===== src/hdl/lpg_pkg.sv =====
package lpg_pkg;

  // field widths
  localparam int COORD_BITS = 13;
  localparam int FRAME_MAX  = 4096;
  localparam int REG_BITS   = 13;
  localparam int COLOR_BITS = 24;
  localparam int ADDR_BITS  = 26;

  // derived widths
  localparam int SPAN_BITS  = COORD_BITS + 1;
  localparam int ERR_BITS   = COORD_BITS + 3;
  localparam int TWICE_BITS = ERR_BITS + 1;
  localparam int FRAME_BITS = $clog2(FRAME_MAX + 1);
  localparam int PROD_BITS  = (COORD_BITS - 1) + FRAME_BITS;
  localparam int MATH_BITS  = (PROD_BITS + 3 > ADDR_BITS) ? PROD_BITS + 3 : ADDR_BITS;

  // stream packing
  localparam int IN_FIELD_BITS  = 4 * COORD_BITS + COLOR_BITS;
  localparam int IN_DATA_BITS   = ((IN_FIELD_BITS + 7) / 8) * 8;
  localparam int OUT_FIELD_BITS = 2 * COORD_BITS + ADDR_BITS + COLOR_BITS;
  localparam int OUT_DATA_BITS  = ((OUT_FIELD_BITS + 7) / 8) * 8;

  // pixel queue
  localparam int QDEPTH    = 4;
  localparam int QPTR_BITS = $clog2(QDEPTH);

  // configuration
  localparam int CFG_IDX_BITS = 1;
  localparam logic [CFG_IDX_BITS-1:0] REG_FRAME_WIDTH  = 1'd0;
  localparam logic [CFG_IDX_BITS-1:0] REG_FRAME_HEIGHT = 1'd1;
  localparam logic [REG_BITS-1:0] FRAME_WIDTH_RESET  = REG_BITS'(640);
  localparam logic [REG_BITS-1:0] FRAME_HEIGHT_RESET = REG_BITS'(480);

  // operation codes
  localparam logic OP_START = 1'b0;
  localparam logic OP_STEP  = 1'b1;

  typedef struct packed {
    logic                         op;
    logic signed [COORD_BITS-1:0] start_x;
    logic signed [COORD_BITS-1:0] start_y;
    logic signed [COORD_BITS-1:0] end_x;
    logic signed [COORD_BITS-1:0] end_y;
    logic [COLOR_BITS-1:0]        color;
  } in_item_t;

  typedef struct packed {
    logic signed [COORD_BITS-1:0] x;
    logic signed [COORD_BITS-1:0] y;
    logic [COLOR_BITS-1:0]        color;
    logic                         last;
  } pix_t;

  typedef struct packed {
    logic full;
    logic empty;
  } q_stat_t;

endpackage


===== src/hdl/lpg_front.sv =====
module lpg_front (
  input  logic               clk,
  input  logic               rst_n,
  input  logic               in_tvalid,
  output logic               in_tready,
  input  lpg_pkg::in_item_t  in_item,
  input  lpg_pkg::q_stat_t   q_stat,
  output logic               push,
  output lpg_pkg::pix_t      push_pix
);

  logic signed [lpg_pkg::COORD_BITS-1:0] cur_x_r, cur_x_nxt, cur_y_r, cur_y_nxt;
  logic signed [lpg_pkg::COORD_BITS-1:0] tgt_x_r, tgt_x_nxt, tgt_y_r, tgt_y_nxt;
  logic [lpg_pkg::SPAN_BITS-1:0]         span_x_r, span_x_nxt, span_y_r, span_y_nxt;
  logic                                  dir_x_neg_r, dir_x_neg_nxt;
  logic                                  dir_y_neg_r, dir_y_neg_nxt;
  logic signed [lpg_pkg::ERR_BITS-1:0]   err_r, err_nxt;
  logic [lpg_pkg::COLOR_BITS-1:0]        color_r, color_nxt;
  logic                                  busy_r, busy_nxt;

  logic signed [lpg_pkg::COORD_BITS-1:0] x1, y1, x2, y2;
  logic signed [lpg_pkg::SPAN_BITS-1:0]  dx, dy;
  logic [lpg_pkg::SPAN_BITS-1:0]         span_x_c, span_y_c;
  logic                                  busy_start;
  logic signed [lpg_pkg::TWICE_BITS-1:0] twice, sx_e, sy_e, err_ext, err_sum;
  logic                                  step_x, step_y;
  logic signed [lpg_pkg::COORD_BITS-1:0] cur_x_step, cur_y_step;
  logic                                  busy_step;
  logic                                  in_fire, is_start;

  assign in_tready = !q_stat.full;
  assign in_fire   = in_tvalid && in_tready;
  assign is_start  = (in_item.op == lpg_pkg::OP_START);

  // start decode: spans and directions
  assign x1 = in_item.start_x;
  assign y1 = in_item.start_y;
  assign x2 = in_item.end_x;
  assign y2 = in_item.end_y;
  assign dx = $signed({x2[lpg_pkg::COORD_BITS-1], x2}) - $signed({x1[lpg_pkg::COORD_BITS-1], x1});
  assign dy = $signed({y2[lpg_pkg::COORD_BITS-1], y2}) - $signed({y1[lpg_pkg::COORD_BITS-1], y1});
  assign span_x_c   = dx[lpg_pkg::SPAN_BITS-1] ? (~dx + 1'b1) : dx;
  assign span_y_c   = dy[lpg_pkg::SPAN_BITS-1] ? (~dy + 1'b1) : dy;
  assign busy_start = (x1 != x2) || (y1 != y2);

  // error-term step
  assign twice   = $signed({err_r, 1'b0});
  assign sx_e    = $signed(lpg_pkg::TWICE_BITS'(span_x_r));
  assign sy_e    = $signed(lpg_pkg::TWICE_BITS'(span_y_r));
  assign err_ext = $signed({err_r[lpg_pkg::ERR_BITS-1], err_r});
  assign step_x  = (twice > -sy_e);
  assign step_y  = (twice < sx_e);
  assign err_sum = err_ext - (step_x ? sy_e : '0) + (step_y ? sx_e : '0);

  assign cur_x_step = step_x ? (dir_x_neg_r ? cur_x_r - 1'b1 : cur_x_r + 1'b1) : cur_x_r;
  assign cur_y_step = step_y ? (dir_y_neg_r ? cur_y_r - 1'b1 : cur_y_r + 1'b1) : cur_y_r;
  assign busy_step  = (cur_x_step != tgt_x_r) || (cur_y_step != tgt_y_r);

  // pixel record toward the queue
  assign push = in_fire && (is_start || busy_r);
  always_comb begin
    if (is_start) begin
      push_pix = '{x: x2, y: y2, color: in_item.color, last: !busy_start};
    end else begin
      push_pix = '{x: cur_x_r, y: cur_y_r, color: color_r, last: !busy_step};
    end
  end

  // line state next values
  always_comb begin
    cur_x_nxt     = cur_x_r;
    cur_y_nxt     = cur_y_r;
    tgt_x_nxt     = tgt_x_r;
    tgt_y_nxt     = tgt_y_r;
    span_x_nxt    = span_x_r;
    span_y_nxt    = span_y_r;
    dir_x_neg_nxt = dir_x_neg_r;
    dir_y_neg_nxt = dir_y_neg_r;
    err_nxt       = err_r;
    color_nxt     = color_r;
    busy_nxt      = busy_r;
    if (in_fire && is_start) begin
      cur_x_nxt     = x1;
      cur_y_nxt     = y1;
      tgt_x_nxt     = x2;
      tgt_y_nxt     = y2;
      span_x_nxt    = span_x_c;
      span_y_nxt    = span_y_c;
      dir_x_neg_nxt = !(x1 < x2);
      dir_y_neg_nxt = !(y1 < y2);
      err_nxt       = $signed(lpg_pkg::ERR_BITS'(span_x_c) - lpg_pkg::ERR_BITS'(span_y_c));
      color_nxt     = in_item.color;
      busy_nxt      = busy_start;
    end else if (in_fire && busy_r) begin
      cur_x_nxt = cur_x_step;
      cur_y_nxt = cur_y_step;
      err_nxt   = err_sum[lpg_pkg::ERR_BITS-1:0];
      busy_nxt  = busy_step;
    end
  end

  always_ff @(posedge clk) begin
    if (!rst_n) begin
      cur_x_r     <= '0;
      cur_y_r     <= '0;
      tgt_x_r     <= '0;
      tgt_y_r     <= '0;
      span_x_r    <= '0;
      span_y_r    <= '0;
      dir_x_neg_r <= 1'b0;
      dir_y_neg_r <= 1'b0;
      err_r       <= '0;
      color_r     <= '0;
      busy_r      <= 1'b0;
    end else begin
      cur_x_r     <= cur_x_nxt;
      cur_y_r     <= cur_y_nxt;
      tgt_x_r     <= tgt_x_nxt;
      tgt_y_r     <= tgt_y_nxt;
      span_x_r    <= span_x_nxt;
      span_y_r    <= span_y_nxt;
      dir_x_neg_r <= dir_x_neg_nxt;
      dir_y_neg_r <= dir_y_neg_nxt;
      err_r       <= err_nxt;
      color_r     <= color_nxt;
      busy_r      <= busy_nxt;
    end
  end

endmodule


===== src/hdl/lpg_queue.sv =====
module lpg_queue (
  input  logic             clk,
  input  logic             rst_n,
  input  logic             push,
  input  lpg_pkg::pix_t    push_pix,
  input  logic             pop,
  output lpg_pkg::pix_t    head_pix,
  output lpg_pkg::q_stat_t q_stat
);

  lpg_pkg::pix_t                 mem_r [lpg_pkg::QDEPTH];
  logic [lpg_pkg::QPTR_BITS-1:0] wr_ptr_r, wr_ptr_nxt, rd_ptr_r, rd_ptr_nxt;
  logic [lpg_pkg::QPTR_BITS:0]   cnt_r, cnt_nxt;
  logic                          do_push, do_pop;

  assign q_stat.full  = (cnt_r == (lpg_pkg::QPTR_BITS + 1)'(lpg_pkg::QDEPTH));
  assign q_stat.empty = (cnt_r == '0);
  assign do_push      = push && !q_stat.full;
  assign do_pop       = pop && !q_stat.empty;
  assign head_pix     = mem_r[rd_ptr_r];

  // pointers and fill count
  always_comb begin
    wr_ptr_nxt = do_push ? wr_ptr_r + 1'b1 : wr_ptr_r;
    rd_ptr_nxt = do_pop ? rd_ptr_r + 1'b1 : rd_ptr_r;
    cnt_nxt    = cnt_r + {{lpg_pkg::QPTR_BITS{1'b0}}, do_push}
                       - {{lpg_pkg::QPTR_BITS{1'b0}}, do_pop};
  end

  always_ff @(posedge clk) begin
    if (!rst_n) begin
      wr_ptr_r <= '0;
      rd_ptr_r <= '0;
      cnt_r    <= '0;
    end else begin
      wr_ptr_r <= wr_ptr_nxt;
      rd_ptr_r <= rd_ptr_nxt;
      cnt_r    <= cnt_nxt;
    end
  end

  // entry storage
  always_ff @(posedge clk) begin
    if (do_push) begin
      mem_r[wr_ptr_r] <= push_pix;
    end
  end

endmodule


===== src/hdl/lpg_back.sv =====
module lpg_back (
  input  logic                                clk,
  input  logic                                rst_n,
  input  lpg_pkg::pix_t                       head_pix,
  input  lpg_pkg::q_stat_t                    q_stat,
  output logic                                pop,
  input  logic [lpg_pkg::REG_BITS-1:0]        frame_w,
  input  logic [lpg_pkg::REG_BITS-1:0]        frame_h,
  output logic                                out_valid,
  input  logic                                out_ready,
  output logic signed [lpg_pkg::COORD_BITS-1:0] out_x,
  output logic signed [lpg_pkg::COORD_BITS-1:0] out_y,
  output logic [lpg_pkg::ADDR_BITS-1:0]       out_addr,
  output logic [lpg_pkg::COLOR_BITS-1:0]      out_color,
  output logic                                out_off,
  output logic                                out_last
);

  logic [lpg_pkg::FRAME_BITS-1:0]   w_eff, h_eff;
  logic [lpg_pkg::COORD_BITS-2:0]   hx_u, hy_u;
  logic                             off_c;
  logic [lpg_pkg::PROD_BITS-1:0]    prod_c;
  logic                             adv;

  logic                             s1_valid_r, s1_valid_nxt;
  lpg_pkg::pix_t                    s1_pix_r;
  logic                             s1_off_r;
  logic [lpg_pkg::PROD_BITS-1:0]    s1_prod_r;

  logic [lpg_pkg::MATH_BITS-1:0]    sum_c, addr_m;
  logic                             out_valid_r, out_valid_nxt;
  logic signed [lpg_pkg::COORD_BITS-1:0] out_x_r, out_y_r;
  logic [lpg_pkg::ADDR_BITS-1:0]    out_addr_r;
  logic [lpg_pkg::COLOR_BITS-1:0]   out_color_r;
  logic                             out_off_r, out_last_r;

  // frame size clamped to the buffer limit
  assign w_eff = (32'(frame_w) > lpg_pkg::FRAME_MAX) ? lpg_pkg::FRAME_BITS'(lpg_pkg::FRAME_MAX)
                                                     : lpg_pkg::FRAME_BITS'(frame_w);
  assign h_eff = (32'(frame_h) > lpg_pkg::FRAME_MAX) ? lpg_pkg::FRAME_BITS'(lpg_pkg::FRAME_MAX)
                                                     : lpg_pkg::FRAME_BITS'(frame_h);

  // whole pipeline moves unless the output beat is stalled
  assign adv = !out_valid_r || out_ready;
  assign pop = adv && !q_stat.empty;

  // stage one: bounds check and row offset
  assign hx_u  = head_pix.x[lpg_pkg::COORD_BITS-2:0];
  assign hy_u  = head_pix.y[lpg_pkg::COORD_BITS-2:0];
  assign off_c = head_pix.x[lpg_pkg::COORD_BITS-1] || head_pix.y[lpg_pkg::COORD_BITS-1] ||
                 (32'(hx_u) >= 32'(w_eff)) || (32'(hy_u) >= 32'(h_eff));
  assign prod_c = hy_u * w_eff;

  assign s1_valid_nxt = adv ? !q_stat.empty : s1_valid_r;

  // stage two: add column and scale by three bytes
  assign sum_c  = lpg_pkg::MATH_BITS'(s1_prod_r)
                + lpg_pkg::MATH_BITS'(s1_pix_r.x[lpg_pkg::COORD_BITS-2:0]);
  assign addr_m = sum_c + (sum_c << 1);

  assign out_valid_nxt = adv ? s1_valid_r : out_valid_r;

  always_ff @(posedge clk) begin
    if (!rst_n) begin
      s1_valid_r  <= 1'b0;
      out_valid_r <= 1'b0;
    end else begin
      s1_valid_r  <= s1_valid_nxt;
      out_valid_r <= out_valid_nxt;
    end
  end

  // payload registers
  always_ff @(posedge clk) begin
    if (adv) begin
      s1_pix_r    <= head_pix;
      s1_off_r    <= off_c;
      s1_prod_r   <= prod_c;
      out_x_r     <= s1_pix_r.x;
      out_y_r     <= s1_pix_r.y;
      out_addr_r  <= s1_off_r ? '0 : addr_m[lpg_pkg::ADDR_BITS-1:0];
      out_color_r <= s1_pix_r.color;
      out_off_r   <= s1_off_r;
      out_last_r  <= s1_pix_r.last;
    end
  end

  assign out_valid = out_valid_r;
  assign out_x     = out_x_r;
  assign out_y     = out_y_r;
  assign out_addr  = out_addr_r;
  assign out_color = out_color_r;
  assign out_off   = out_off_r;
  assign out_last  = out_last_r;

endmodule


===== src/hdl/line_pixel_generator.sv =====
// pixel path: an accepted pixel is written into the queue, then registered in stage one and in the output register
// throughput: one input beat per cycle while the queue is not full; start always yields a pixel, step yields one
// only while a line is active; set by the combinational error-term update in the front
// reset: synchronous active-low rst_n clears line state, queue and output valid, and
// returns frame_width to 640 and frame_height to 480
module line_pixel_generator (
  input  logic                                 clk,
  input  logic                                 rst_n,
  input  logic                                 in_tvalid,
  output logic                                 in_tready,
  // start_x, start_y, end_x, end_y, line_color, zero pad
  input  logic [lpg_pkg::IN_DATA_BITS-1:0]     in_tdata,
  // operation
  input  logic                                 in_tuser,
  output logic                                 out_tvalid,
  input  logic                                 out_tready,
  // pixel_x, pixel_y, byte_address, pixel_color, zero pad
  output logic [lpg_pkg::OUT_DATA_BITS-1:0]    out_tdata,
  // off_screen
  output logic                                 out_tuser,
  output logic                                 out_tlast,
  input  logic                                 cfg_we,
  input  logic [lpg_pkg::CFG_IDX_BITS-1:0]     cfg_index,
  input  logic [lpg_pkg::REG_BITS-1:0]         cfg_data
);

  localparam int C = lpg_pkg::COORD_BITS;

  logic [lpg_pkg::REG_BITS-1:0] frame_w_r, frame_w_nxt, frame_h_r, frame_h_nxt;

  lpg_pkg::in_item_t in_item;
  lpg_pkg::pix_t     push_pix, head_pix;
  lpg_pkg::q_stat_t  q_stat;
  logic              push, pop;

  logic signed [C-1:0]             px, py;
  logic [lpg_pkg::ADDR_BITS-1:0]   paddr;
  logic [lpg_pkg::COLOR_BITS-1:0]  pcolor;

  // configuration registers
  always_comb begin
    frame_w_nxt = frame_w_r;
    frame_h_nxt = frame_h_r;
    if (cfg_we) begin
      case (cfg_index)
        lpg_pkg::REG_FRAME_WIDTH:  frame_w_nxt = cfg_data;
        lpg_pkg::REG_FRAME_HEIGHT: frame_h_nxt = cfg_data;
        default: ;
      endcase
    end
  end

  always_ff @(posedge clk) begin
    if (!rst_n) begin
      frame_w_r <= lpg_pkg::FRAME_WIDTH_RESET;
      frame_h_r <= lpg_pkg::FRAME_HEIGHT_RESET;
    end else begin
      frame_w_r <= frame_w_nxt;
      frame_h_r <= frame_h_nxt;
    end
  end

  // input beat unpacking
  assign in_item.op      = in_tuser;
  assign in_item.start_x = in_tdata[0*C +: C];
  assign in_item.start_y = in_tdata[1*C +: C];
  assign in_item.end_x   = in_tdata[2*C +: C];
  assign in_item.end_y   = in_tdata[3*C +: C];
  assign in_item.color   = in_tdata[4*C +: lpg_pkg::COLOR_BITS];

  lpg_front u_front (
    .clk       (clk),
    .rst_n     (rst_n),
    .in_tvalid (in_tvalid),
    .in_tready (in_tready),
    .in_item   (in_item),
    .q_stat    (q_stat),
    .push      (push),
    .push_pix  (push_pix)
  );

  lpg_queue u_queue (
    .clk      (clk),
    .rst_n    (rst_n),
    .push     (push),
    .push_pix (push_pix),
    .pop      (pop),
    .head_pix (head_pix),
    .q_stat   (q_stat)
  );

  lpg_back u_back (
    .clk       (clk),
    .rst_n     (rst_n),
    .head_pix  (head_pix),
    .q_stat    (q_stat),
    .pop       (pop),
    .frame_w   (frame_w_r),
    .frame_h   (frame_h_r),
    .out_valid (out_tvalid),
    .out_ready (out_tready),
    .out_x     (px),
    .out_y     (py),
    .out_addr  (paddr),
    .out_color (pcolor),
    .out_off   (out_tuser),
    .out_last  (out_tlast)
  );

  // output beat packing
  assign out_tdata = lpg_pkg::OUT_DATA_BITS'({pcolor, paddr, py, px});

endmodule


===== config.mk =====
export PLATFORM = sky130hd
export DESIGN_NAME = line_pixel_generator
export DESIGN_NICKNAME = d
export VERILOG_FILES = /design/src/hdl/lpg_pkg.sv /design/src/hdl/lpg_front.sv /design/src/hdl/lpg_queue.sv /design/src/hdl/lpg_back.sv /design/src/hdl/line_pixel_generator.sv
export SDC_FILE = /design/constraint.sdc
export NUM_CORES = 1
export LEC_CHECK = 0
export ABC_AREA = 1
export BUFFER_PORTS_ARGS = -buffer_cell sky130_fd_sc_hd__buf_2
export CAP_MARGIN = 20
export CORE_MARGIN = 3
export CORE_UTILIZATION = 50
export CTS_BUF_LIST = sky130_fd_sc_hd__clkbuf_16
export DETAILED_ROUTE_END_ITERATION = 8
export PLACE_DENSITY = 0.76
export SYNTH_ARGS = -nofsm -noshare
export SYNTH_HDL_FRONTEND = slang
export SYNTH_HIERARCHICAL = 1
export SYNTH_SLANG_ARGS = --single-unit

===== constraint.sdc =====
create_clock -name clk -period 5.6 [get_ports clk]
set_clock_uncertainty 0.15 [all_clocks]
set_input_delay 0.28 -clock clk [delete_from_list [all_inputs] [get_ports clk]]
set_output_delay 0.28 -clock clk [all_outputs]
set_load 0.02 [all_outputs]

==> impl_results.md <==
* Mux cell area share after synthesis at 0.02922%
* CP Max Fanout at 7
* Largest net degree at the start of global routing at 90
* DRT iter0 DRCs at 2,335
* Crit-path max cell delay at 0.44 ns
* Routed WL at 93,380 um
* R2r setup slk at 0.05 ns
* Nets at 4,826
* H-tree Lvls at 2
* IO Pins at 184
* Post-DRT Antenna Nets at 0
* Hold Path Class: in -> reg
* Status: finished, final reports clean
* WP data arrival at 5.87 ns
* Synth top area cells: edfxtp_1, dfxtp_1, ha_1, nand2_1, fa_1
* Vias at 29.07k
* Yosys top cell by area: edfxtp_1
* DP Wirelength at 66,110 um
* Top cells by count, synth: nand2_1, inv_1, nor2_1
* Grt total ovfl at 0
* Initial core utilization at 50.73%
* Critical path class: reg -> reg
* Reg2reg start: u_front/span_y_r[0]$_SDFFE_PN0P_
* Worst skew pair latency at 0.63 ns
* TritonRoute pass-1 iters at 5
* Die Span Y at 267.7 um
* Seq cells post-synth at 519
* Avg Inst Size Synth at 8.625 um^2
* Area of the multi-input gates at 18,070 um^2
* Clock buffer depth at 3
* R2r endpoint: u_front/err_r[14]$_SDFFE_PN0P_
* Max-cap viol count at 0
* Post-route setup TNS at 0 ns
* Critical path launch point type: flop
* Worst path slowest cell: fa_1
* Filler instances at 5,554
* Rows at 95
* Vias in the first global route at 28.05k
* FMAX at 0.1803 GHz
* Post-Synthesis Cells at 3,971
* Register area share after synthesis at 40.83%
* Required @ worst endpoint at 5.93 ns
* Clock Sink Count at 519
* Count of final setup violators at 0
* Tcrit/Tclk final at 99.04%
* GRT Total Usage at 25.51%
* Pins Over Slew Limit at 0
* RSZ-0062 raised after global routing: yes
* Worst R2R Path Depth at 36
* Root Buffer: clkbuf_16
* PortBufs at 175
* Post-synth top area share at 31.48%
* Area Growth Syn to Fin at 18.40%
* XOR/XNOR share of the synthesized area at 3.361%
* Clock transition at path regs at 0.06 ns
* Worst Hold Path Cells at 2
* DRC violations left at 0
* Initial antenna violation count at 1
* Critical path endpoint category: flop
* Synth Warn # at 6
* Worst-Margin Slew at 1.161 ns
* Routed vias/inst at 5.511
* Register area at 13,990 um^2
* Synth async-reset ratio at 0%
* Final Hold Viols at 0
* Largest family of logic cells by synthesized area: simple AND/OR/NAND/NOR gates
* Hold path endpoint: frame_w_r[9]$_SDFFE_PN1P_
* Worst hold start: rst_n
* Final GP Congestion at 0.9504
* Simple-gate portion of the synthesized area at 18.62%
* Buf/Inv on CP at 6
* Synth Flop Type: edfxtp_1
* Synthesized area at 34,250 um^2
* EDFF count, synth at 359
* Routed WL per cell at 17.70 um
* CP top delay family: simple AND/OR/NAND/NOR gates
* Die Area at 71,680 um^2
* Synth unique cells at 66
* Die width at 267.7 um
* First-pass GRT wire length at 145,500 um
* Slew margin rel. at 22.62%
* Adder-cell share of the synthesized area at 16.56%
* Compound-gate portion of the synthesized area at 12.01%
* Top-count cell post-synth: nand2_1
* Core area at 67,510 um^2
* Fin crit period at 5.546 ns
* Layout cell share with drive strength beyond 1 at 15.50%
* CTS Buf Count at 56
* CTS tree: built
## cell usage in the layout (no fill, tap or decap), types with 18 or more instances in the layout
master         count
a21oi_1          230
a31oi_1           40
buf_2            174
buf_4            149
clkbuf_16         59
dfxtp_1          154
dlygate4sd3_1    101
edfxtp_1         359
fa_1             127
ha_1             222
ha_4              18
inv_1            561
inv_2             23
nand2_1          765
nand2_2           39
nand3_1          155
nand3_2           18
nand4_1           33
nor2_1           353
nor2_2            37
nor3_1            22
o21ai_0          234
o21ai_1           92
o22ai_1           51
xnor2_1           34
xor2_1            93
## per-layer routing
layer / global-route usage (%) / wire [um]
met4: 10.83 / 3868
met5: 0 / 0
met3: 3.271 / 6408
met1: 32.12 / 36910
met2: 44.35 / 46190
## area by class of cell
type	instances	share of cell area [%]
multi-input combinational	2748	44.55
sequential	519	34.51
timing repair buffer	441	8.109
inverter	586	5.523
clock buffer	58	3.579
tap	873	2.694
clock inverter	48	1.027
antenna	1	0.006171
## metrics by stage
step | area [um^2] | setup slack (ns) | util, % | cells | hold slack, ns
detailed placement | 36830 | -0.1744 | 54.55 | 5054 | 0.2545
floorplan | 34260 | 0.05051 | - | 3974 | 0.2235
global route | 40550 | -0.2278 | 60.06 | 5274 | 0.06477
global placement | 36830 | -0.1371 | 54.55 | 5054 | 0.2510
CTS | 39820 | 0.007693 | 58.98 | 5264 | 0.00009664
finish | 40550 | 0.05354 | 60.06 | 5274 | 0.04358
## sequential cells by signal, summed over array words and instances (netlist names), 14 cells and up, named ones only
name	flops
u_queue/mem_r	204
u_back/s1_pix_r	51
u_back/out_addr	26
u_back/s1_prod_r	25
u_back/out_color	24
u_front/color_r	24
u_front/err_r	16
u_front/span_x_r	14
u_front/span_y_r	14
## worst reg2reg max path, delay by kind of cell, from the launching register on
family,cells,cell delay (ns)
simple gates,17,2.12
fa+ha+maj,4,1.09
flops,1,0.33
compound gates,9,1.15
buf+inv,6,0.60
## worst max path at each step
stage                                                start                        endpoint  slack [ns]  cells past startpoint
after CTS                 u_front/span_y_r[0]$_SDFFE_PN0P_  u_front/err_r[14]$_SDFFE_PN0P_       0.008                     35
final                     u_front/span_y_r[0]$_SDFFE_PN0P_  u_front/err_r[14]$_SDFFE_PN0P_        0.05                     36
after floorplan                                       flop  u_back/s1_prod_r[20]$_DFFE_PN_        0.05                     24
after global placement    u_front/span_y_r[0]$_SDFFE_PN0P_  u_front/err_r[14]$_SDFFE_PN0P_       -0.14                     33
after detailed placement  u_front/span_y_r[0]$_SDFFE_PN0P_  u_front/err_r[14]$_SDFFE_PN0P_       -0.17                     33
after global routing      u_front/span_y_r[2]$_SDFFE_PN0P_  u_front/err_r[14]$_SDFFE_PN0P_       -0.23                     33
## logic make-up (layout without fill, tap and decap cells)
family,count (synthesis),after routing
fa+ha+maj,374,374
xor+xnor,129,129
simple gates,1488,1489
flops,519,519
buf+inv,708,1133
mux,1,1
compound gates,751,751
other cells,1,5
## timing repair
| item | in CTS | in global routing |
|---|---|---|
| pin swaps | 4 | 60 |
| resized for setup | 19 | 156 |
| hold buffers | 101 | 0 |
| endpoints found under the setup margin | 16 | 22 |
| cloned | 1 | 1 |
| setup buffers | 2 | 8 |
| hold endpoints to repair | 222 | 0 |
Power is left out: the tool's default activity adds up to more than one toggle a clock period on the data nets, which glitch-free logic cannot reach.
